<file path="src/design/qpe_pkg.sv">
package qpe_pkg;

  localparam int COUNT_W = 10;
  localparam logic [COUNT_W-1:0] COUNT_MAX = 10'd1023;
  localparam logic [COUNT_W-1:0] MAX_LINE_RESET = 10'd76;

  localparam int QUEUE_DEPTH_DEFAULT = 4;

  localparam logic [7:0] CH_CR = 8'h0D;
  localparam logic [7:0] CH_LF = 8'h0A;
  localparam logic [7:0] CH_EQ = 8'h3D;
  localparam logic [7:0] CH_ZERO = 8'h30;
  localparam logic [7:0] CH_D = 8'h44;
  localparam logic [7:0] CTRL_LIMIT = 8'h20;
  localparam logic [7:0] PRINT_MAX = 8'd126;

  // segment positions within one item's output run
  localparam logic [1:0] SEG_PRE = 2'd0;
  localparam logic [1:0] SEG_SOFT1 = 2'd1;
  localparam logic [1:0] SEG_MAIN = 2'd2;
  localparam logic [1:0] SEG_SOFT2 = 2'd3;

  typedef struct packed {
    logic [3:0] seg_en;
    logic       pre_crlf;
    logic       main_esc;
    logic [7:0] data;
    logic       last;
  } desc_t;

  function automatic logic [7:0] hex_char(input logic [3:0] nib);
    logic [7:0] ch;
    case (nib)
      4'h0: ch = 8'h30;
      4'h1: ch = 8'h31;
      4'h2: ch = 8'h32;
      4'h3: ch = 8'h33;
      4'h4: ch = 8'h34;
      4'h5: ch = 8'h35;
      4'h6: ch = 8'h36;
      4'h7: ch = 8'h37;
      4'h8: ch = 8'h38;
      4'h9: ch = 8'h39;
      4'hA: ch = 8'h41;
      4'hB: ch = 8'h42;
      4'hC: ch = 8'h43;
      4'hD: ch = 8'h44;
      4'hE: ch = 8'h45;
      default: ch = 8'h46;
    endcase
    return ch;
  endfunction

  function automatic logic [COUNT_W-1:0] sat_add(input logic [COUNT_W-1:0] a,
                                                 input logic [1:0] n);
    logic [COUNT_W:0] sum;
    sum = {1'b0, a} + {{(COUNT_W-1){1'b0}}, n};
    return sum[COUNT_W] ? COUNT_MAX : sum[COUNT_W-1:0];
  endfunction

endpackage

</file>
<file path="src/design/qpe_front.sv">
module qpe_front (
  input  logic                        clk,
  input  logic                        rst_n,
  input  logic                        accept,
  input  logic [7:0]                  in_byte,
  input  logic                        in_last,
  input  logic [qpe_pkg::COUNT_W-1:0] max_len,
  output logic                        wr_en,
  output qpe_pkg::desc_t              wr_desc
);

  logic                        cr_held_r, cr_held_nxt;
  logic [qpe_pkg::COUNT_W-1:0] line_cnt_r, line_cnt_nxt;

  logic                        is_cr, is_lf, need_esc, hold;
  logic                        soft1, soft2;
  logic [qpe_pkg::COUNT_W-1:0] lc_a, lc_b, lc_c;

  always_comb begin
    is_cr    = (in_byte == qpe_pkg::CH_CR);
    is_lf    = (in_byte == qpe_pkg::CH_LF);
    need_esc = (in_byte == qpe_pkg::CH_EQ) || (in_byte < qpe_pkg::CTRL_LIMIT) ||
               (in_byte > qpe_pkg::PRINT_MAX);
    hold     = is_cr && !in_last;

    lc_a  = qpe_pkg::sat_add(line_cnt_r, 2'd3);
    soft1 = 1'b0;
    soft2 = 1'b0;
    lc_b  = line_cnt_r;
    lc_c  = line_cnt_r;

    wr_desc.pre_crlf = 1'b0;
    wr_desc.main_esc = need_esc;
    wr_desc.data     = in_byte;
    wr_desc.last     = in_last;
    wr_desc.seg_en   = 4'b0000;
    cr_held_nxt      = 1'b0;
    line_cnt_nxt     = line_cnt_r;

    if (cr_held_r && is_lf) begin
      // hard line break
      wr_desc.pre_crlf = 1'b1;
      soft1            = (max_len == '0) && !in_last;
      wr_desc.seg_en   = {2'b00, soft1, 1'b1};
      line_cnt_nxt     = '0;
    end else begin
      if (cr_held_r) begin
        soft1 = (lc_a >= max_len);
        lc_b  = soft1 ? '0 : lc_a;
      end
      if (hold) begin
        cr_held_nxt  = 1'b1;
        line_cnt_nxt = lc_b;
      end else begin
        lc_c         = qpe_pkg::sat_add(lc_b, need_esc ? 2'd3 : 2'd1);
        soft2        = (lc_c >= max_len) && !in_last;
        line_cnt_nxt = soft2 ? '0 : lc_c;
      end
      wr_desc.seg_en = {soft2, !hold, soft1, cr_held_r};
    end
    if (in_last) begin
      line_cnt_nxt = '0;
    end
    wr_en = accept && (wr_desc.seg_en != 4'b0000);
  end

  always_ff @(posedge clk) begin
    if (!rst_n) begin
      cr_held_r  <= 1'b0;
      line_cnt_r <= '0;
    end else if (accept) begin
      cr_held_r  <= cr_held_nxt;
      line_cnt_r <= line_cnt_nxt;
    end
  end

endmodule

</file>
<file path="src/design/qpe_queue.sv">
module qpe_queue #(
  parameter int DEPTH = qpe_pkg::QUEUE_DEPTH_DEFAULT
) (
  input  logic           clk,
  input  logic           rst_n,
  input  logic           wr_en,
  input  qpe_pkg::desc_t wr_desc,
  input  logic           rd_en,
  output qpe_pkg::desc_t rd_desc,
  output logic           q_empty,
  output logic           q_full
);

  localparam int PTR_W = (DEPTH > 1) ? $clog2(DEPTH) : 1;
  localparam int CNT_W = $clog2(DEPTH + 1);
  localparam logic [PTR_W-1:0] PTR_LAST = PTR_W'(DEPTH - 1);
  localparam logic [CNT_W-1:0] CNT_FULL = CNT_W'(DEPTH);

  qpe_pkg::desc_t   slot_r [DEPTH];
  logic [PTR_W-1:0] wr_ptr_r, rd_ptr_r;
  logic [CNT_W-1:0] cnt_r;
  logic             do_wr, do_rd;

  assign q_empty = (cnt_r == '0);
  assign q_full  = (cnt_r == CNT_FULL);
  assign do_wr   = wr_en && !q_full;
  assign do_rd   = rd_en && !q_empty;
  assign rd_desc = slot_r[rd_ptr_r];

  always_ff @(posedge clk) begin
    if (do_wr) begin
      slot_r[wr_ptr_r] <= wr_desc;
    end
  end

  always_ff @(posedge clk) begin
    if (!rst_n) begin
      wr_ptr_r <= '0;
      rd_ptr_r <= '0;
      cnt_r    <= '0;
    end else begin
      if (do_wr) begin
        wr_ptr_r <= (wr_ptr_r == PTR_LAST) ? '0 : wr_ptr_r + 1'b1;
      end
      if (do_rd) begin
        rd_ptr_r <= (rd_ptr_r == PTR_LAST) ? '0 : rd_ptr_r + 1'b1;
      end
      if (do_wr && !do_rd) begin
        cnt_r <= cnt_r + 1'b1;
      end else if (do_rd && !do_wr) begin
        cnt_r <= cnt_r - 1'b1;
      end
    end
  end

endmodule

</file>
<file path="src/design/qpe_back.sv">
module qpe_back (
  input  logic           clk,
  input  logic           rst_n,
  input  qpe_pkg::desc_t head,
  input  logic           q_empty,
  input  logic           pop,
  output logic           deq,
  output logic [7:0]     out_char,
  output logic           run_last,
  output logic           message_end
);

  logic [3:0] done_r, done_nxt;
  logic [1:0] pos_r, pos_nxt;

  logic [3:0] remaining, after_mask, cur_bit;
  logic [1:0] seg, seg_len_m1;
  logic       seg_final, item_final, take;

  always_comb begin
    remaining = head.seg_en & ~done_r;
    if (remaining[0]) begin
      seg = qpe_pkg::SEG_PRE;
    end else if (remaining[1]) begin
      seg = qpe_pkg::SEG_SOFT1;
    end else if (remaining[2]) begin
      seg = qpe_pkg::SEG_MAIN;
    end else begin
      seg = qpe_pkg::SEG_SOFT2;
    end
    cur_bit    = 4'b0001 << seg;
    after_mask = remaining & ~cur_bit;

    seg_len_m1 = 2'd2;
    out_char   = qpe_pkg::CH_EQ;
    unique case (seg)
      qpe_pkg::SEG_PRE: begin
        if (head.pre_crlf) begin
          seg_len_m1 = 2'd1;
          out_char   = (pos_r == 2'd0) ? qpe_pkg::CH_CR : qpe_pkg::CH_LF;
        end else begin
          case (pos_r)
            2'd0:    out_char = qpe_pkg::CH_EQ;
            2'd1:    out_char = qpe_pkg::CH_ZERO;
            default: out_char = qpe_pkg::CH_D;
          endcase
        end
      end
      qpe_pkg::SEG_MAIN: begin
        if (head.main_esc) begin
          case (pos_r)
            2'd0:    out_char = qpe_pkg::CH_EQ;
            2'd1:    out_char = qpe_pkg::hex_char(head.data[7:4]);
            default: out_char = qpe_pkg::hex_char(head.data[3:0]);
          endcase
        end else begin
          seg_len_m1 = 2'd0;
          out_char   = head.data;
        end
      end
      default: begin
        // soft break
        case (pos_r)
          2'd0:    out_char = qpe_pkg::CH_EQ;
          2'd1:    out_char = qpe_pkg::CH_CR;
          default: out_char = qpe_pkg::CH_LF;
        endcase
      end
    endcase

    seg_final   = (pos_r == seg_len_m1);
    item_final  = seg_final && (after_mask == 4'b0000);
    run_last    = item_final;
    message_end = item_final && head.last;
    take        = pop && !q_empty;
    deq         = take && item_final;

    done_nxt = done_r;
    pos_nxt  = pos_r;
    if (take) begin
      if (item_final) begin
        done_nxt = '0;
        pos_nxt  = '0;
      end else if (seg_final) begin
        done_nxt = done_r | cur_bit;
        pos_nxt  = '0;
      end else begin
        pos_nxt = pos_r + 2'd1;
      end
    end
  end

  always_ff @(posedge clk) begin
    if (!rst_n) begin
      done_r <= '0;
      pos_r  <= '0;
    end else begin
      done_r <= done_nxt;
      pos_r  <= pos_nxt;
    end
  end

endmodule

</file>
<file path="src/design/quoted_printable_encoder.sv">
// quoted-printable body encoder, one message byte per input item
// input channel: drive in_byte and in_last with push; the item is taken at a
//   clock edge where push is high and full is low
// result channel: while empty is low the oldest character waits on out_char,
//   with run_last on the final character of an item and message_end on the
//   final character of the message; pop high takes it
// a taken item's characters show once the items queued ahead are popped
// throughput: the back end hands out one character per cycle while pop is high
//   and empty is low; an item makes 1 character for a plain byte, 3 for an
//   escape, up to 12 with a held carriage return and two soft breaks; the front
//   end takes one item per cycle while the descriptor queue has room
// a carriage return that is not last makes no characters until the next item
// when pop stays low the queue fills and full rises; nothing is lost
// reset (rst_n low, synchronous) empties the queue, drops any held carriage
//   return, clears the line count and sets max_line_length to 76
// configuration: APB-style, max_line_length at byte address 0, pready tied
//   high; write only while the block is idle
module quoted_printable_encoder #(
  parameter int QUEUE_DEPTH = qpe_pkg::QUEUE_DEPTH_DEFAULT
) (
  input  logic        clk,
  input  logic        rst_n,
  // input channel
  input  logic        push,
  output logic        full,
  input  logic [7:0]  in_byte,
  input  logic        in_last,
  // result channel
  output logic        empty,
  input  logic        pop,
  output logic [7:0]  out_char,
  output logic        out_run_last,
  output logic        out_message_end,
  // configuration port
  input  logic        psel,
  input  logic        penable,
  input  logic        pwrite,
  input  logic [2:0]  paddr,
  input  logic [31:0] pwdata,
  output logic [31:0] prdata,
  output logic        pready
);

  logic [qpe_pkg::COUNT_W-1:0] max_line_r;
  logic                        cfg_wr, cfg_hit;

  logic           accept;
  logic           q_wr, q_empty, q_full, deq;
  qpe_pkg::desc_t wr_desc, head;

  // register file: a single word, low address bits ignored
  assign pready  = 1'b1;
  assign cfg_hit = (paddr[2] == 1'b0);
  assign cfg_wr  = psel && penable && pwrite && pready && cfg_hit;
  assign prdata  = cfg_hit ? {{(32-qpe_pkg::COUNT_W){1'b0}}, max_line_r} : 32'd0;

  always_ff @(posedge clk) begin
    if (!rst_n) begin
      max_line_r <= qpe_pkg::MAX_LINE_RESET;
    end else if (cfg_wr) begin
      max_line_r <= pwdata[qpe_pkg::COUNT_W-1:0];
    end
  end

  assign full   = q_full;
  assign empty  = q_empty;
  assign accept = push && !q_full;

  // front end: tracks held carriage return and line count, plans the run
  qpe_front u_front (
    .clk     (clk),
    .rst_n   (rst_n),
    .accept  (accept),
    .in_byte (in_byte),
    .in_last (in_last),
    .max_len (max_line_r),
    .wr_en   (q_wr),
    .wr_desc (wr_desc)
  );

  // descriptor queue between planning and character output
  qpe_queue #(
    .DEPTH (QUEUE_DEPTH)
  ) u_queue (
    .clk     (clk),
    .rst_n   (rst_n),
    .wr_en   (q_wr),
    .wr_desc (wr_desc),
    .rd_en   (deq),
    .rd_desc (head),
    .q_empty (q_empty),
    .q_full  (q_full)
  );

  // back end: walks the planned segments one character per pop
  qpe_back u_back (
    .clk         (clk),
    .rst_n       (rst_n),
    .head        (head),
    .q_empty     (q_empty),
    .pop         (pop),
    .deq         (deq),
    .out_char    (out_char),
    .run_last    (out_run_last),
    .message_end (out_message_end)
  );

endmodule

</file>
<file path="config.mk">
export PLATFORM = sky130hd
export DESIGN_NAME = quoted_printable_encoder
export DESIGN_NICKNAME = d
export VERILOG_FILES = /design/src/design/qpe_pkg.sv /design/src/design/qpe_front.sv /design/src/design/qpe_queue.sv /design/src/design/qpe_back.sv /design/src/design/quoted_printable_encoder.sv
export SDC_FILE = /design/constraint.sdc
export NUM_CORES = 1
export LEC_CHECK = 0
export BUFFER_PORTS_ARGS = -buffer_cell sky130_fd_sc_hd__buf_2
export CAP_MARGIN = 20
export CELL_PAD_IN_SITES_DETAIL_PLACEMENT = 1
export CELL_PAD_IN_SITES_GLOBAL_PLACEMENT = 1
export CORE_MARGIN = 3
export CORE_UTILIZATION = 44
export CTS_CLUSTER_DIAMETER = 200
export CTS_CLUSTER_SIZE = 20
export DETAILED_ROUTE_END_ITERATION = 10
export PLACE_DENSITY_LB_ADDON = 0.1
export SYNTH_ARGS = -nofsm -noshare
export SYNTH_HDL_FRONTEND = slang
export SYNTH_SLANG_ARGS = --single-unit
</file>
<file path="constraint.sdc">
create_clock -name clk -period 6 [get_ports clk]
set_input_delay 0.3 -clock clk [delete_from_list [all_inputs] [get_ports clk]]
set_output_delay 0.3 -clock clk [all_outputs]
set_load 0.05 [all_outputs]
</file>
# Word-level counts from Yosys, hierarchy flattened
# Memories as Yosys holds them, arrays and structs flattened. A register that Yosys moved wholly into a read port is not among the register bits.
# Cells that the tools add are included.
# totals
input_bits,51
ram_bits,60
reg_bits,34
output_inout_bits,45
rom_bits,224
memories,3
wordCells,114
# classes
n_addsub,7
n_reduce_logical,34
eq_ne,9
bitwise,6
magnitude_cmp,4
n_mux,42
shifts,1
# memory_table
name,depth,word_bits,rd,rd_ports_with_merged_regs,write_ports,line,rtl
(name not given),16,7,1,0,0,qpe_pkg.sv:33,case (nib)
(name not given),16,7,1,0,0,qpe_pkg.sv:33,
u_queue.slot_r,4,15,1,1,1,qpe_queue.sv:19,qpe_pkg::desc_t slot_r [DEPTH];
# op_table
cell,count
$mux 10,10
$pmux 8 s2,2
$mux 2,11
$ge 10x10->1,2
$logic_and 1x1->1,17
$eq 8x4->1 const B,2
$mux 8,2
$pmux 7 s2,1
$mux 4,3
$pmux 6 s2,1
$add 10x2->11,1
$add 10x2->11 const B,1
$logic_not 10->1,1
$mux 3,3
$and 4x4->4,2
$eq 8x6->1 const B,1
$gt 8x7->1 const B,1
$lt 8x6->1 const B,1
$mux 1,8
$not 4->4,2
$add 2x1->2 const B,3
$eq 2x2->1 const B,3
$logic_not 1->1,6
$logic_not 2->1,2
other kinds (15),17

# Logic depth before layout (Yosys ltp)
# Gate-level depths: netlist of run 1.
# logic_depth
depth_word,19
mapped_depth,29
depth_no_buf,28

# Cells and area by module
# From an unflattened synthesis of run 1, not the netlist that was laid out.
# unflattened
hier_cells,601
hier_area_um2,6236.0
# modules_own_cells
mod,instances,area_per_inst_um2,cells_each,seq_area_each_um2
qpe_queue,1,2667.6,129,1981.9
qpe_front,1,1970.6,269,220.2
qpe_back,1,925.9,122,120.1
quoted_printable_encoder,1,671.9,81,200.2

# Worst setup path before layout of run 1
# OpenSTA, ideal clock, no wires.
# synth_path
path_type,reg-to-reg
startpoint,register u_front.line_cnt_r[0] (netlist bit)
endpoint,register u_front.line_cnt_r[3] (netlist bit)
setup_ns,0.122
arrival_ns,5.446
slack_ns,0.433
path_stages_with_launch,26
t_required_ns,5.878
period_less_slack_ns,5.567
n_path_buf,1
path_cell_list,dfxtp_1 -> inv_1 -> ha_1 -> nand3b_1 -> nor2b_1 -> mux2i_1 -> inv_1 -> ha_1 -> nand2_1 -> o21ai_0 -> a211oi_2 -> and2_0 -> clkbuf_1 -> a22oi_1 -> fa_1 -> or3_1 -> or3b_1 -> nor2b_1 -> ha_1 -> nor3_1 -> o21bai_1 -> a21oi_1 -> a211o_1 -> nand2_1 -> o21ai_0 -> a221o_1
# synth_between
elab_chain_len,14
# synth_lines
item,line,rtl
"start, declared",qpe_front.sv:13,"logic [qpe_pkg::COUNT_W-1:0] line_cnt_r, line_cnt_nxt;"
"start signal, assigned",qpe_front.sv:73,line_cnt_r <= line_cnt_nxt;
$add 10x2->11,qpe_pkg.sv:57,"sum = {1'b0, a} + {{(COUNT_W-1){1'b0}}, n};"
$mux 10,qpe_pkg.sv:58,return sum[COUNT_W] ? COUNT_MAX : sum[COUNT_W-1:0];
$ge 10x10->1,qpe_front.sv:48,soft1 = (lc_a >= max_len);
$mux 10,qpe_front.sv:49,lc_b = soft1 ? '0 : lc_a;
$mux 10 (*),qpe_front.sv:47,if (cr_held_r) begin
$mux 10 (*),qpe_front.sv:40,if (cr_held_r && is_lf) begin
$add 10x2->11,qpe_pkg.sv:57,
$mux 10,qpe_pkg.sv:58,
$ge 10x10->1,qpe_front.sv:56,soft2 = (lc_c >= max_len) && !in_last;
$logic_and 1x1->1,qpe_front.sv:56,
$mux 10,qpe_front.sv:57,line_cnt_nxt = soft2 ? '0 : lc_c;
$mux 10 (*),qpe_front.sv:51,if (hold) begin
$mux 10 (*),qpe_front.sv:40,
$mux 10 (*),qpe_front.sv:61,if (in_last) begin
# Every way passes the cells marked *; elsewhere a longest branch is shown, timed or not. The select of a mux whose other input is x is not followed.
# A chain may end at the register's enable or synchronous reset.

# Worst setup path in the final report of run 1
# layout_path
startpoint,register u_front.line_cnt_r[1] (netlist bit)
endpoint,register u_front.line_cnt_r[2] (netlist bit)
# Same word-level chain as after synthesis.

==> results of run 1 <==
power groups by stage:
stage                     combinational [uW]  clock (uW)  sequential, uW
final                                    609         614             788
after global routing                     666         661             793
after CTS                                606         629             789
after detailed placement                 604           0             803
after global placement                   584           0             796
after floorplan                          476           0             791
how the worst max path moves through the flow:
stage,start,to,slack [ns],cells past startpoint
final,u_front.line_cnt_r[1],u_front.line_cnt_r[2],0.28,27
after CTS,u_front.line_cnt_r[1],u_front.line_cnt_r[2],0.10,26
after floorplan,u_front.line_cnt_r[0],u_front.line_cnt_r[3],0.43,25
after global routing,u_front.line_cnt_r[1],u_front.line_cnt_r[3],-0.005,27
after global placement,u_front.line_cnt_r[3],u_front.line_cnt_r[6],0.28,23
after detailed placement,u_front.line_cnt_r[0],u_front.line_cnt_r[3],0.16,24
Yosys cell counts (3+ instances only):
cell type  instances  share of area (%)
buf_2              4               0.34
nor3_1             9               0.76
clkbuf_1          15               0.95
nand3_1           10               0.84
mux2i_1            9                1.5
a22oi_1            7               0.88
xor2_1             3               0.44
a21o_1             6               0.76
xnor2_1            3               0.44
a21boi_0          11                1.4
nor3b_1            3               0.38
inv_1             30                1.9
nor4_1             5               0.53
and3_1             8               0.84
o21ai_0           33                2.8
a41oi_1            5               0.74
o211ai_1           7               0.88
nand2_1           66                4.2
and2_1            11                1.2
o31ai_1            3               0.38
nor2_1            44                2.8
nand4_1            5               0.53
a31oi_1           10                1.1
mux4_2            15                5.7
nand3b_1           3               0.38
a21oi_1           31                2.6
nand2b_1          11                1.2
ha_1              35                7.4
o21bai_1           3               0.38
dfxtp_1           36                 12
nor2b_1           13                1.4
edfxtp_1          60                 30
buf_4             24                3.0
per-stage QoR:
| stage | TNS, ns | std cells | area (sq um) | hold WS, ns |
|---|---|---|---|---|
| final | 0 | 839 | 6850 | 0.188 |
| after global routing | -0.00677 | 839 | 6850 | 0.189 |
| after CTS | 0 | 839 | 6760 | 0.175 |
| after detailed placement | 0 | 823 | 6440 | 0.447 |
| after global placement | 0 | 823 | 6440 | 0.419 |
| after floorplan | 0 | 616 | 6020 | 0.399 |
per-layer routing:
metal  share of wire, %  wire length, um  GRT usage [%]
met2                 54             8500           41.6
met1                 42             6680           26.9
met5                  0                0              0
met4                1.4              219           6.44
met3                3.0              479           3.39
logic make-up (layout without fill, tap and decap cells):
group	count (synthesis)	in the layout	synth area share, %
compound gates	142	142	16.1
flops	96	96	42.5
simple gates	209	209	18.1
xor+xnor	6	6	0.885
fa+ha+maj	38	38	8.21
mux	26	26	7.58
buf+inv	76	127	6.53
other cells	2	23	0.126
registers in the layout (all words and copies together), names as in the netlist, named ones only:
signal              cells
u_front.line_cnt_r     10
u_queue.slot_r         60
u_queue.cnt_r           3
u_front.cr_held_r       1
u_back.pos_r            2
u_queue.rd_ptr_r        2
u_back.done_r           4
u_queue.wr_ptr_r        2
max_line_r             10
critical path, delay by kind of cell (launching register included):
| family | cells | cell delay (ns) |
|---|---|---|
| compound gates | 9 | 1.48 |
| mux | 1 | 0.33 |
| flops | 1 | 0.36 |
| fa+ha+maj | 4 | 1.11 |
| buf+inv | 6 | 0.76 |
| simple gates | 7 | 1.57 |
area by class of cell:
type | count | area, sq um | share of cell area [%]
Clock buffer | 9 | 225 | 3.29
Inverter | 31 | 116 | 1.70
Clock inverter | 7 | 93.8 | 1.37
Multi-Input combinational cell | 444 | 3190 | 46.6
Timing Repair Buffer | 80 | 480 | 7.02
Sequential cell | 96 | 2520 | 36.9
Tap cell | 172 | 215 | 3.14
==> results by group, run 1 <==
Critical path
  – Worst EP arrival: 5.94 ns
  – R2R depth: 27
  – Crit path kind: reg -> reg
  – CP required: 6.22 ns
  – Critical Path Fanout Max: 6
  – Slowest cell on the critical path: or3_4
  – Reg2reg setup slack: 0.28 ns
  – Setup crit end kind: flip-flop
  – Startpoint types: flip-flop
  – CP most frequent cell: buf_4
  – Slowest cell delay on critical path: 0.41 ns
  – Worst flop-to-flop path startpoint: u_front.line_cnt_r[1]
  – Worst reg2reg path endpoint: u_front.line_cnt_r[2]

Route
  – Routed wire length: 15.9 mm
  – Avg Vias per Cell: 5.57
  – DR WL/cell: 18.9 um
  – Vias after detailed routing: 4677
  – Drt initial violations: 307
  – DR pass1 iterations: 4
  – Detail Route Antenna Nets: 0
  – DRC: 0

Hold path
  – Hold_sp: pwdata[3]
  – Worst hold endpoint: max_line_r[3]
  – Hold Crit Depth: 3
  – Hold Path Class: in -> reg

Floorplanning
  – I/O pins: 96
  – Die ar.: 0.0149 sq mm
  – Initial Utilization: 46.0%
  – Horiz. Die Dim: between 100 and 150 um
  – Core Area: around 0.013 sq mm
  – Row cnt: 41
  – Die Y: 122 um

STA
  – Final slew viol count: 0
  – Endpoints failing hold: 0
  – Setup Viol. Count Final: 0
  – Crit share post-route: between 90% and 100%
  – Worst slew margin relative to its limit: 44.2%
  – Worst-margin pin slew: 0.838 ns
  – Layout Skew: about 0.010 ns
  – Period minus WS final: 5.72 ns
  – Final worst slack: ~0.28 ns
  – Fmax: around 170 MHz

CTS
  – H-Tree Depth: 3
  – Clk sinks: 96
  – Clk root buf: clkbuf_16
  – Clock Path Buffers: 2
  – PostCTS Resize Cnt: 0
  – CTS buffer count: 9
  – Worst-path clk slew: approximately 0.070 ns
  – Setup bufs post-CTS: 0
  – CTS tree: done
  – Clock insertion delay at the later pin of the skew report: 0.35 ns
  – CTS Hold Bufs: 0

Yosys
  – Gate Count Post-Synth: roughly 600
  – Yosys Warn Count: 0
  – Synth cell types: 77
  – Ys flop type: edfxtp_1
  – Post-synth EDFFs: 60
  – Asr flop ratio synth: 0%
  – Post-synthesis cell area: between 0.005 and 0.006 sq mm
  – Register area share after synthesis: between 40% and 50%
  – Yosys reg bits: 96
  – Syn avg cell area: 9.98 sq um

Pwr
  – P_leak: 0.00273 uW
  – Switching power: 701 uW
  – Seq pwr share: 39.2%
  – Sw Ratio: 34.8%
  – Combinational power share: 30.3%
  – Internal: 1310 uW
  – Clock power share: a little under a third
  – Tot Pwr: 2010 uW
  – Pwr dens: 294 mW/mm^2
  – Worst vdd ir: 0.000116 V

Final layout
  – Fill cells: 1493
  – Most used cells in the layout excluding fill and tap cells: nand2_1 (63), edfxtp_1 (60), buf_2 (48)
  – Share of post-route cells with drive strength above 1: 21.9%
  – Synthesis-to-finish area growth: 15.2%
  – Commonest non-fill, non-tap cell in the layout: nand2_1
  – Final Util: around 53%
  – Final #Nets: between 700 and 800
  – Inserted Diodes: 0

Global routing
  – Total grt overflow: 0
  – Vias in the first global route: 4918
  – Initial antenna violation count: 0
  – Global-route wire length before repair: 25.8 mm
  – Largest net degree at the start of global routing: 33
  – Tot GR Track Use: 22.5%

Place
  – DP Wirelength: 12.2 mm
  – Port Buffers: 48
  – Routability cong.: 0.901
  – Pre-CTS setup slack: 0.162 ns

Run
  – MaxCap Viol Count: 0

Outcome
  – Run status: finished, final reports clean
Note: power is estimated with default switching activity, not from simulation.
==> run 2, diff against run 1 <==
--- a/config.mk
+++ b/config.mk
@@ -5,12 +5,13 @@
 export SDC_FILE = /design/constraint.sdc
 export NUM_CORES = 1
 export LEC_CHECK = 0
+export ABC_AREA = 1
 export BUFFER_PORTS_ARGS = -buffer_cell sky130_fd_sc_hd__buf_2
 export CAP_MARGIN = 20
 export CELL_PAD_IN_SITES_DETAIL_PLACEMENT = 1
 export CELL_PAD_IN_SITES_GLOBAL_PLACEMENT = 1
 export CORE_MARGIN = 3
-export CORE_UTILIZATION = 44
+export CORE_UTILIZATION = 43
 export CTS_CLUSTER_DIAMETER = 200
 export CTS_CLUSTER_SIZE = 20
 export DETAILED_ROUTE_END_ITERATION = 10
==> run 2 against run 1 <==
Compared with the run above: via count rose by 12%; combinational power down 18%; critical path depth rose by 2; fmax is 6.4% higher; final area down 1.7%; count of clock-buffer cells in the layout increased by 3; critical path type unchanged; hold slack worse by 0.016 ns; core utilization shrank 4.7 points; sequential power shrank 3.3%; sequential cell count stayed put; register-to-register slack gained 0.35 ns.
==> results by group, run 2 <==
Critical path
  – CP required: 6.27 ns (+0.05 ns)
  – Worst EP arrival: 5.65 ns (-0.29 ns)
  – Critical Path Fanout Max: 10 (+4)
  – Setup crit end kind: flip-flop
  – Crit path kind: reg -> reg
  – CP most frequent cell: nand2_1
  – Startpoint types: flip-flop
  – Slowest cell on the critical path: fa_1
  – Slowest cell delay on critical path: 0.56 ns (+0.15 ns)

Final layout
  – Fin area: 0.00673 sq mm (-1.7%)
  – Fill cells: 1759 (+18%)
  – Area taken by multi-input logic gates: 0.00307 sq mm (-3.7%)
  – Share of post-route cells with drive strength above 1: 14.4% (-7.5 points)
  – Most used cells in the layout excluding fill and tap cells: nand2_1 (195), inv_1 (94), nor2_1 (62)
  – Final #Nets: 904 (+21%)
  – Max FFs per register: 60 (unchanged)
  – Inserted Diodes: 0 (unchanged)
  – Synthesis-to-finish area growth: 9.48%
  – Total area of sequential cells: 0.00252 sq mm (about the same)
  – Biggest regs: u_queue.slot_r (60), max_line_r (10), u_front.line_cnt_r (10)
  – Commonest non-fill, non-tap cell in the layout: nand2_1
  – Top reg by flops: u_queue.slot_r

Floorplanning
  – Horiz. Die Dim: 126 um (+2.8%)
  – Initial Utilization: 44.1% (-1.8 points)
  – I/O pins: 96 (unchanged)
  – Row cnt: 43 (+4.9%)
  – Die Y: 126 um (+2.8%)
  – Core Area: 0.0139 sq mm (+7.8%)
  – Die ar.: 0.0158 sq mm (+5.6%)

Global routing
  – Tot GR Track Use: 21.5% (-1.0 points)
  – Largest net degree at the start of global routing: 32 (-3.0%)
  – Initial antenna violation count: 0 (unchanged)
  – Global-route wire length before repair: 27.1 mm (+5.0%)
  – Vias in the first global route: 5430 (+10%)
  – Total grt overflow: 0 (unchanged)

STA
  – Period minus WS final: 5.37 ns (-0.346 ns)
  – Final slew viol count: 0 (unchanged)
  – Post-route setup TNS: 0 ns (unchanged)
  – Fmax: 186 MHz (+6.4%)
  – WHS: 0.172 ns (-0.0162 ns)
  – Worst-margin pin slew: 0.886 ns (+0.0481 ns)
  – Layout Skew: 0.00802 ns (-0.00218 ns)
  – Crit share post-route: 89.6% (-5.8 points)
  – Unrepaired setup endpoints after global routing: false
  – Endpoints failing hold: 0 (unchanged)
  – Setup Viol. Count Final: 0 (unchanged)
  – Worst slew margin relative to its limit: 40.9% (-3.3 points)

Place
  – Cell Area, Placed: 0.00647 sq mm (+0.35%)
  – Routability cong.: 0.886 (-1.7%)
  – Port Buffers: 48 (unchanged)
  – DP Wirelength: 12.6 mm (+3.1%)

Yosys
  – Yosys reg bits: 96 (unchanged)
  – Ys flop type: edfxtp_1
  – Most common cell in the netlist: nand2_1
  – Top cell type's share of synthesized area: 29.3% (-1.0 points)
  – Asr flop ratio synth: 0% (unchanged)
  – Post-synthesis cell area: 0.00615 sq mm (+3.5%)
  – Post-synth top area cell: edfxtp_1
  – Register area share after synthesis: 41.0% (-1.4 points)
  – Gate Count Post-Synth: 774 (+30%)
  – Yosys Warn Count: 0 (unchanged)
  – Post-synth EDFFs: 60 (unchanged)
  – Syn avg cell area: 7.94 sq um (-20%)
  – Synth top area cells: edfxtp_1 (29%), nand2_1 (12%), dfxtp_1 (12%)
  – Synth cell types: 50 (-35%)
  – Commonest cells in the netlist: nand2_1 (195), inv_1 (94), nor2_1 (64), edfxtp_1 (60), a21oi_1 (49)

Route
  – Detail Route Antenna Nets: 0 (unchanged)
  – Drt initial violations: 158 (-49%)
  – Routed wire length: 16.5 mm (+4.0%)
  – Avg Vias per Cell: 5.23 (-6.3%)
  – DR pass1 iterations: 4 (unchanged)
  – DR WL/cell: 16.5 um (-13%)
  – Vias after detailed routing: 5226 (+12%)
  – DRC: 0 (unchanged)

Pwr
  – Switching power: 631 uW (-10%)
  – P_leak: 0.00308 uW (+13%)
  – Pwr dens: 265 mW/mm^2 (-9.9%)
  – Worst vdd ir: 0.000139 V (+20%)
  – Clock power share: 29.0% (-1.5 points)
  – Seq pwr share: 42.8% (+3.6 points)
  – Internal: 1150 uW (-12%)
  – Sw Ratio: 35.4% (+0.58 points)
  – Combinational power share: 28.2% (-2.1 points)

CTS
  – CTS buffer count: 9 (unchanged)
  – Clock Path Buffers: 2 (unchanged)
  – Clock insertion delay at the later pin of the skew report: 0.35 ns (about the same)
  – CTS Hold Bufs: 0 (unchanged)
  – CTS tree: done
  – Setup bufs post-CTS: 0 (unchanged)
  – PostCTS Resize Cnt: 0 (unchanged)
  – H-Tree Depth: 3 (unchanged)
  – Worst-path clk slew: 0.06 ns (about the same)
  – Clk sinks: 96 (unchanged)
  – Clk root buf: clkbuf_16

Run
  – MaxCap Viol Count: 0 (unchanged)

Hold path
  – Hold Path Class: in -> reg

Outcome
  – Run status: finished, final reports clean
## run 2: logic make-up after synthesis
logic type                 count (synthesis)  synth area share (%)
buffers and inverters                    143                  10.5
and+or+nand+nor                          362                  27.5
DFF                                       96                  41.0
xor gates and xnor gates                   3                 0.428
AOI/OAI and AO/OA                        131                  12.6
adders and majority gates                 37                  7.78
other                                      2                 0.122
## run 2: cell type report
type | count | area share [%]
Multi-Input combinational cell | 556 | 45.7
Sequential cell | 96 | 37.5
Inverter | 100 | 5.58
Timing Repair Buffer | 53 | 4.13
Clock buffer | 12 | 3.51
Tap cell | 180 | 3.35
Clock inverter | 3 | 0.297
## run 2: final timing paths
| kind | from | end | slack (ns) | depth (start not counted) |
|---|---|---|---|---|
| setup / recovery | u_front.line_cnt_r[0] | u_front.line_cnt_r[3] | 0.63 | 29 |
| hold / removal | pwdata[3] | max_line_r[3] | 0.17 | 3 |
| setup reg to reg | u_front.line_cnt_r[0] | u_front.line_cnt_r[3] | 0.63 | 29 |
| hold reg to reg | u_back.done_r[3] | u_back.done_r[3] | 0.48 | 2 |
## run 2: per-stage QoR
| stage | cells | total power [uW] | util (%) | worst slack [ns] |
|---|---|---|---|---|
| finish | 1000 | 1780 | 48.3 | 0.625 |
| global route | 1000 | 1880 | 48.3 | 0.105 |
| CTS | 1000 | 1790 | 48.2 | 0.505 |
| detailed placement | 985 | 1280 | 46.4 | 0.555 |
| global placement | 985 | 1250 | 46.4 | 0.665 |
| floorplan | 795 | 1160 | - | 1.62 |
## run 2: layer usage
layer  part of all wire (%)  up-vias  track usage [%]
met5                      0        -                0
met4                    1.8        0             6.44
met3                    2.1       19             3.20
met2                     54       59             40.7
met1                     42     2537             24.7
li1                       -     2611                -
## run 2: worst max-delay path, delay by kind of cell, from the launching register on
kind | cells | cell delay [ns]
compound gates | 6 | 1.14
buf+inv | 3 | 0.23
flops | 1 | 0.40
fa+ha+maj | 4 | 1.36
simple gates | 16 | 2.17
## run 2: power by group through the flow
stage               Sequential, uW  Clock, uW  Combinational [uW]
finish                         762        517                 501
detailed placement             776          0                 501
global placement               774          0                 481
CTS                            762        527                 504
floorplan                      771          0                 387
global route                   766        557                 554
==> run 3, diff against run 2 <==
--- a/config.mk
+++ b/config.mk
@@ -11,11 +11,13 @@
 export CELL_PAD_IN_SITES_DETAIL_PLACEMENT = 1
 export CELL_PAD_IN_SITES_GLOBAL_PLACEMENT = 1
 export CORE_MARGIN = 3
-export CORE_UTILIZATION = 43
+export CORE_UTILIZATION = 30
 export CTS_CLUSTER_DIAMETER = 200
 export CTS_CLUSTER_SIZE = 20
 export DETAILED_ROUTE_END_ITERATION = 10
 export PLACE_DENSITY_LB_ADDON = 0.1
+export SLEW_MARGIN = 20
 export SYNTH_ARGS = -nofsm -noshare
 export SYNTH_HDL_FRONTEND = slang
+export SYNTH_HIERARCHICAL = 1
 export SYNTH_SLANG_ARGS = --single-unit
==> run 3 against run 2 <==
Compared with the run above: total power rose by 26%; final area grew 6.5%; critical path depth increased by 4; via count up 3.1%; die area grew 49%; count of clock-buffer cells in the layout fell by 3; critical endpoint is now u_front/line_cnt_r[3].
==> results by group, run 3 <==
Floorplanning
  – Die Y: 153 um (+22%)
  – Die ar.: 0.0235 sq mm (+49%)
  – Horiz. Die Dim: 153 um (+22%)
  – Initial Utilization: 30.7% (-13 points)
  – Row cnt: 53 (+23%)
  – I/O pins: 96 (unchanged)
  – Core Area: 0.0212 sq mm (+52%)

Critical path
  – Setup crit end kind: flip-flop
  – Worst EP arrival: 5.63 ns (-0.02 ns)
  – Crit path kind: reg -> reg
  – Slowest cell delay on critical path: 0.50 ns (-0.06 ns)
  – Startpoint types: flip-flop
  – CP most frequent cell: nand2_1
  – Slowest cell on the critical path: fa_1
  – CP required: 6.27 ns (about the same)
  – Critical Path Fanout Max: 9 (-1)

STA
  – Unrepaired setup endpoints after global routing: false
  – Setup Viol. Count Final: 0 (unchanged)
  – Worst-margin pin slew: 1.01 ns (+0.126 ns)
  – Final slew viol count: 0 (unchanged)
  – Post-route setup TNS: 0 ns (unchanged)
  – Crit share post-route: 89.4% (-0.19 points)
  – Endpoints failing hold: 0 (unchanged)
  – Final worst slack: 0.636 ns (+0.0115 ns)
  – Fmax: 186 MHz (+0.21%)
  – Period minus WS final: 5.36 ns (-0.0115 ns)
  – Worst slew margin relative to its limit: 32.0% (-8.8 points)
  – Layout Skew: 0.00818 ns (+0.000164 ns)

Final layout
  – Final cell count without fillers: 1142 (+14%)
  – Share of post-route cells with drive strength above 1: 18.3% (+3.9 points)
  – Fin area: 0.00716 sq mm (+6.5%)
  – Fill cells: 2622 (+49%)
  – Max FFs per register: 60 (unchanged)
  – Biggest regs: u_queue/slot_r (60), max_line_r (10), u_front/line_cnt_r (10)
  – Synthesis-to-finish area growth: 9.84%
  – Inserted Diodes: 0 (unchanged)
  – Most used cells in the layout excluding fill and tap cells: nand2_1 (164), inv_1 (111), nor2_1 (108)
  – Commonest non-fill, non-tap cell in the layout: nand2_1
  – Final #Nets: 950 (+5.1%)
  – Top reg by flops: u_queue/slot_r

CTS
  – Clock Path Buffers: 2 (unchanged)
  – Worst-path clk slew: 0.07 ns (about the same)
  – CTS Hold Bufs: 0 (unchanged)
  – Clock insertion delay at the later pin of the skew report: 0.35 ns (about the same)
  – H-Tree Depth: 3 (unchanged)
  – PostCTS Resize Cnt: 0 (unchanged)
  – CTS tree: done
  – Clk root buf: clkbuf_16
  – Setup bufs post-CTS: 0 (unchanged)
  – CTS buffer count: 9 (unchanged)
  – Clk sinks: 96 (unchanged)

Pwr
  – P_leak: 0.00322 uW (+4.4%)
  – Pwr dens: 313 mW/mm^2 (+18%)
  – Worst vdd ir: 0.000116 V (-16%)

Yosys
  – Post-synthesis cell area: 0.00652 sq mm (+6.1%)
  – Commonest cells in the netlist: nand2_1 (164), nor2_1 (112), inv_1 (111), edfxtp_1 (60), nand3_1 (39)
  – Ys flop type: edfxtp_1
  – Post-synth top area cell: edfxtp_1
  – Most common cell in the netlist: nand2_1
  – Synth cell types: 48 (-4.0%)
  – Yosys reg bits: 96 (unchanged)
  – Asr flop ratio synth: 0% (unchanged)
  – Register area share after synthesis: 38.7% (-2.4 points)
  – Yosys Warn Count: 6 (+6)
  – Syn avg cell area: 7.88 sq um (-0.81%)
  – Synth top area cells: edfxtp_1 (28%), dfxtp_1 (11%), nand2_1 (9.4%)
  – Gate Count Post-Synth: 828 (+7.0%)
  – Post-synth EDFFs: 60 (unchanged)
  – Top cell type's share of synthesized area: 27.6% (-1.7 points)

Route
  – Routed wire length: 18.3 mm (+11%)
  – DR WL/cell: 16.0 um (-3.2%)
  – Avg Vias per Cell: 4.72 (-9.8%)
  – DRC: 0 (unchanged)
  – Drt initial violations: 219 (+39%)
  – Vias after detailed routing: 5386 (+3.1%)
  – Detail Route Antenna Nets: 0 (unchanged)
  – DR pass1 iterations: 4 (unchanged)

Place
  – Pre-CTS setup slack: 0.612 ns (+0.0566 ns)
  – Port Buffers: 48 (unchanged)
  – Routability cong.: 0.822 (-7.2%)
  – Cell Area, Placed: 0.00686 sq mm (+6.2%)
  – DP Wirelength: 14.0 mm (+11%)
  – Cells after DPL: 1127 (+14%)

Global routing
  – Global-route wire length before repair: 29.4 mm (+8.5%)
  – Tot GR Track Use: 15.6% (-5.9 points)
  – Vias in the first global route: 5540 (+2.0%)
  – Largest net degree at the start of global routing: 32 (unchanged)
  – Total grt overflow: 0 (unchanged)
  – Initial antenna violation count: 0 (unchanged)

Outcome
  – Run status: finished, final reports clean

Run
  – MaxCap Viol Count: 0 (unchanged)

Hold path
  – Hold Path Class: in -> reg
-- run 3: cell count changes after synthesis, sizes merged, moves of 11 or more --
cell   previous run  this run
nor2             77       127
o21ai            44        67
nand2           213       191
a21oi            51        30
inv             100       120
o22ai             1        16
buf              34        45
-- run 3: routing by layer --
metal / part of all wire, % / global-route usage (%) / vias up
li1: - / - / 2734
met5: 0 / 0 / -
met4: 1.2 / 3.70 / 0
met1: 45 / 19.5 / 2558
met2: 51 / 28.3 / 77
met3: 2.6 / 2.29 / 17
-- run 3: final timing paths --
kind	slack [ns]	start	endpoint	depth (start not counted)
setup reg to reg	0.64	u_front/line_cnt_r[0]	u_front/line_cnt_r[3]	33
setup / recovery	0.64	u_front/line_cnt_r[0]	u_front/line_cnt_r[3]	33
hold reg to reg	0.51	u_front/line_cnt_r[1]	u_front/line_cnt_r[1]	2
hold / removal	0.18	pwdata[3]	max_line_r[3]	3
-- run 3: critical path, delay by kind of cell, from the launching register on --
kind	cells	cell delay, ns
buf+inv	3	0.41
fa+ha+maj	4	1.27
simple gates	21	2.38
compound gates	5	0.80
flops	1	0.43
-- run 3: kinds of logic (layout without fill, tap and decap cells) --
family,Yosys count,count (layout),synth area share [%]
flops,96,96,38.7
compound gates,127,127,12.8
buf+inv,169,187,12.3
simple gates,396,396,28.7
fa+ha+maj,36,36,7.14
other cells,2,23,0.115
xor+xnor,2,2,0.269
-- run 3: where the power goes --
part	switching (uW)	internal, uW
Clock	266	329
Sequential	39.4	778
Combinational	612	220
Total	917	1330
-- run 3: layout make-up --
cell class              instances  area (sq um)  area share [%]
clock buffers                   9           225            3.14
flip-flops and latches         96          2520            35.2
repair buffers                 50           255            3.56
clock inverters                 6          75.1            1.05
multi-input cells             584          3280            45.8
inverters                     122           458            6.39
well taps                     275           344            4.80
-- run 3: through the flow --
step | util [%] | hold WS (ns) | total power [uW]
3_3_place_gp | 32.3 | 0.485 | 1650
5_1_grt | 33.8 | 0.196 | 2400
4_1_cts | 33.8 | 0.174 | 2280
6_report | 33.8 | 0.181 | 2240
3_5_place_dp | 32.3 | 0.501 | 1680
2_1_floorplan | - | 0.420 | 1470
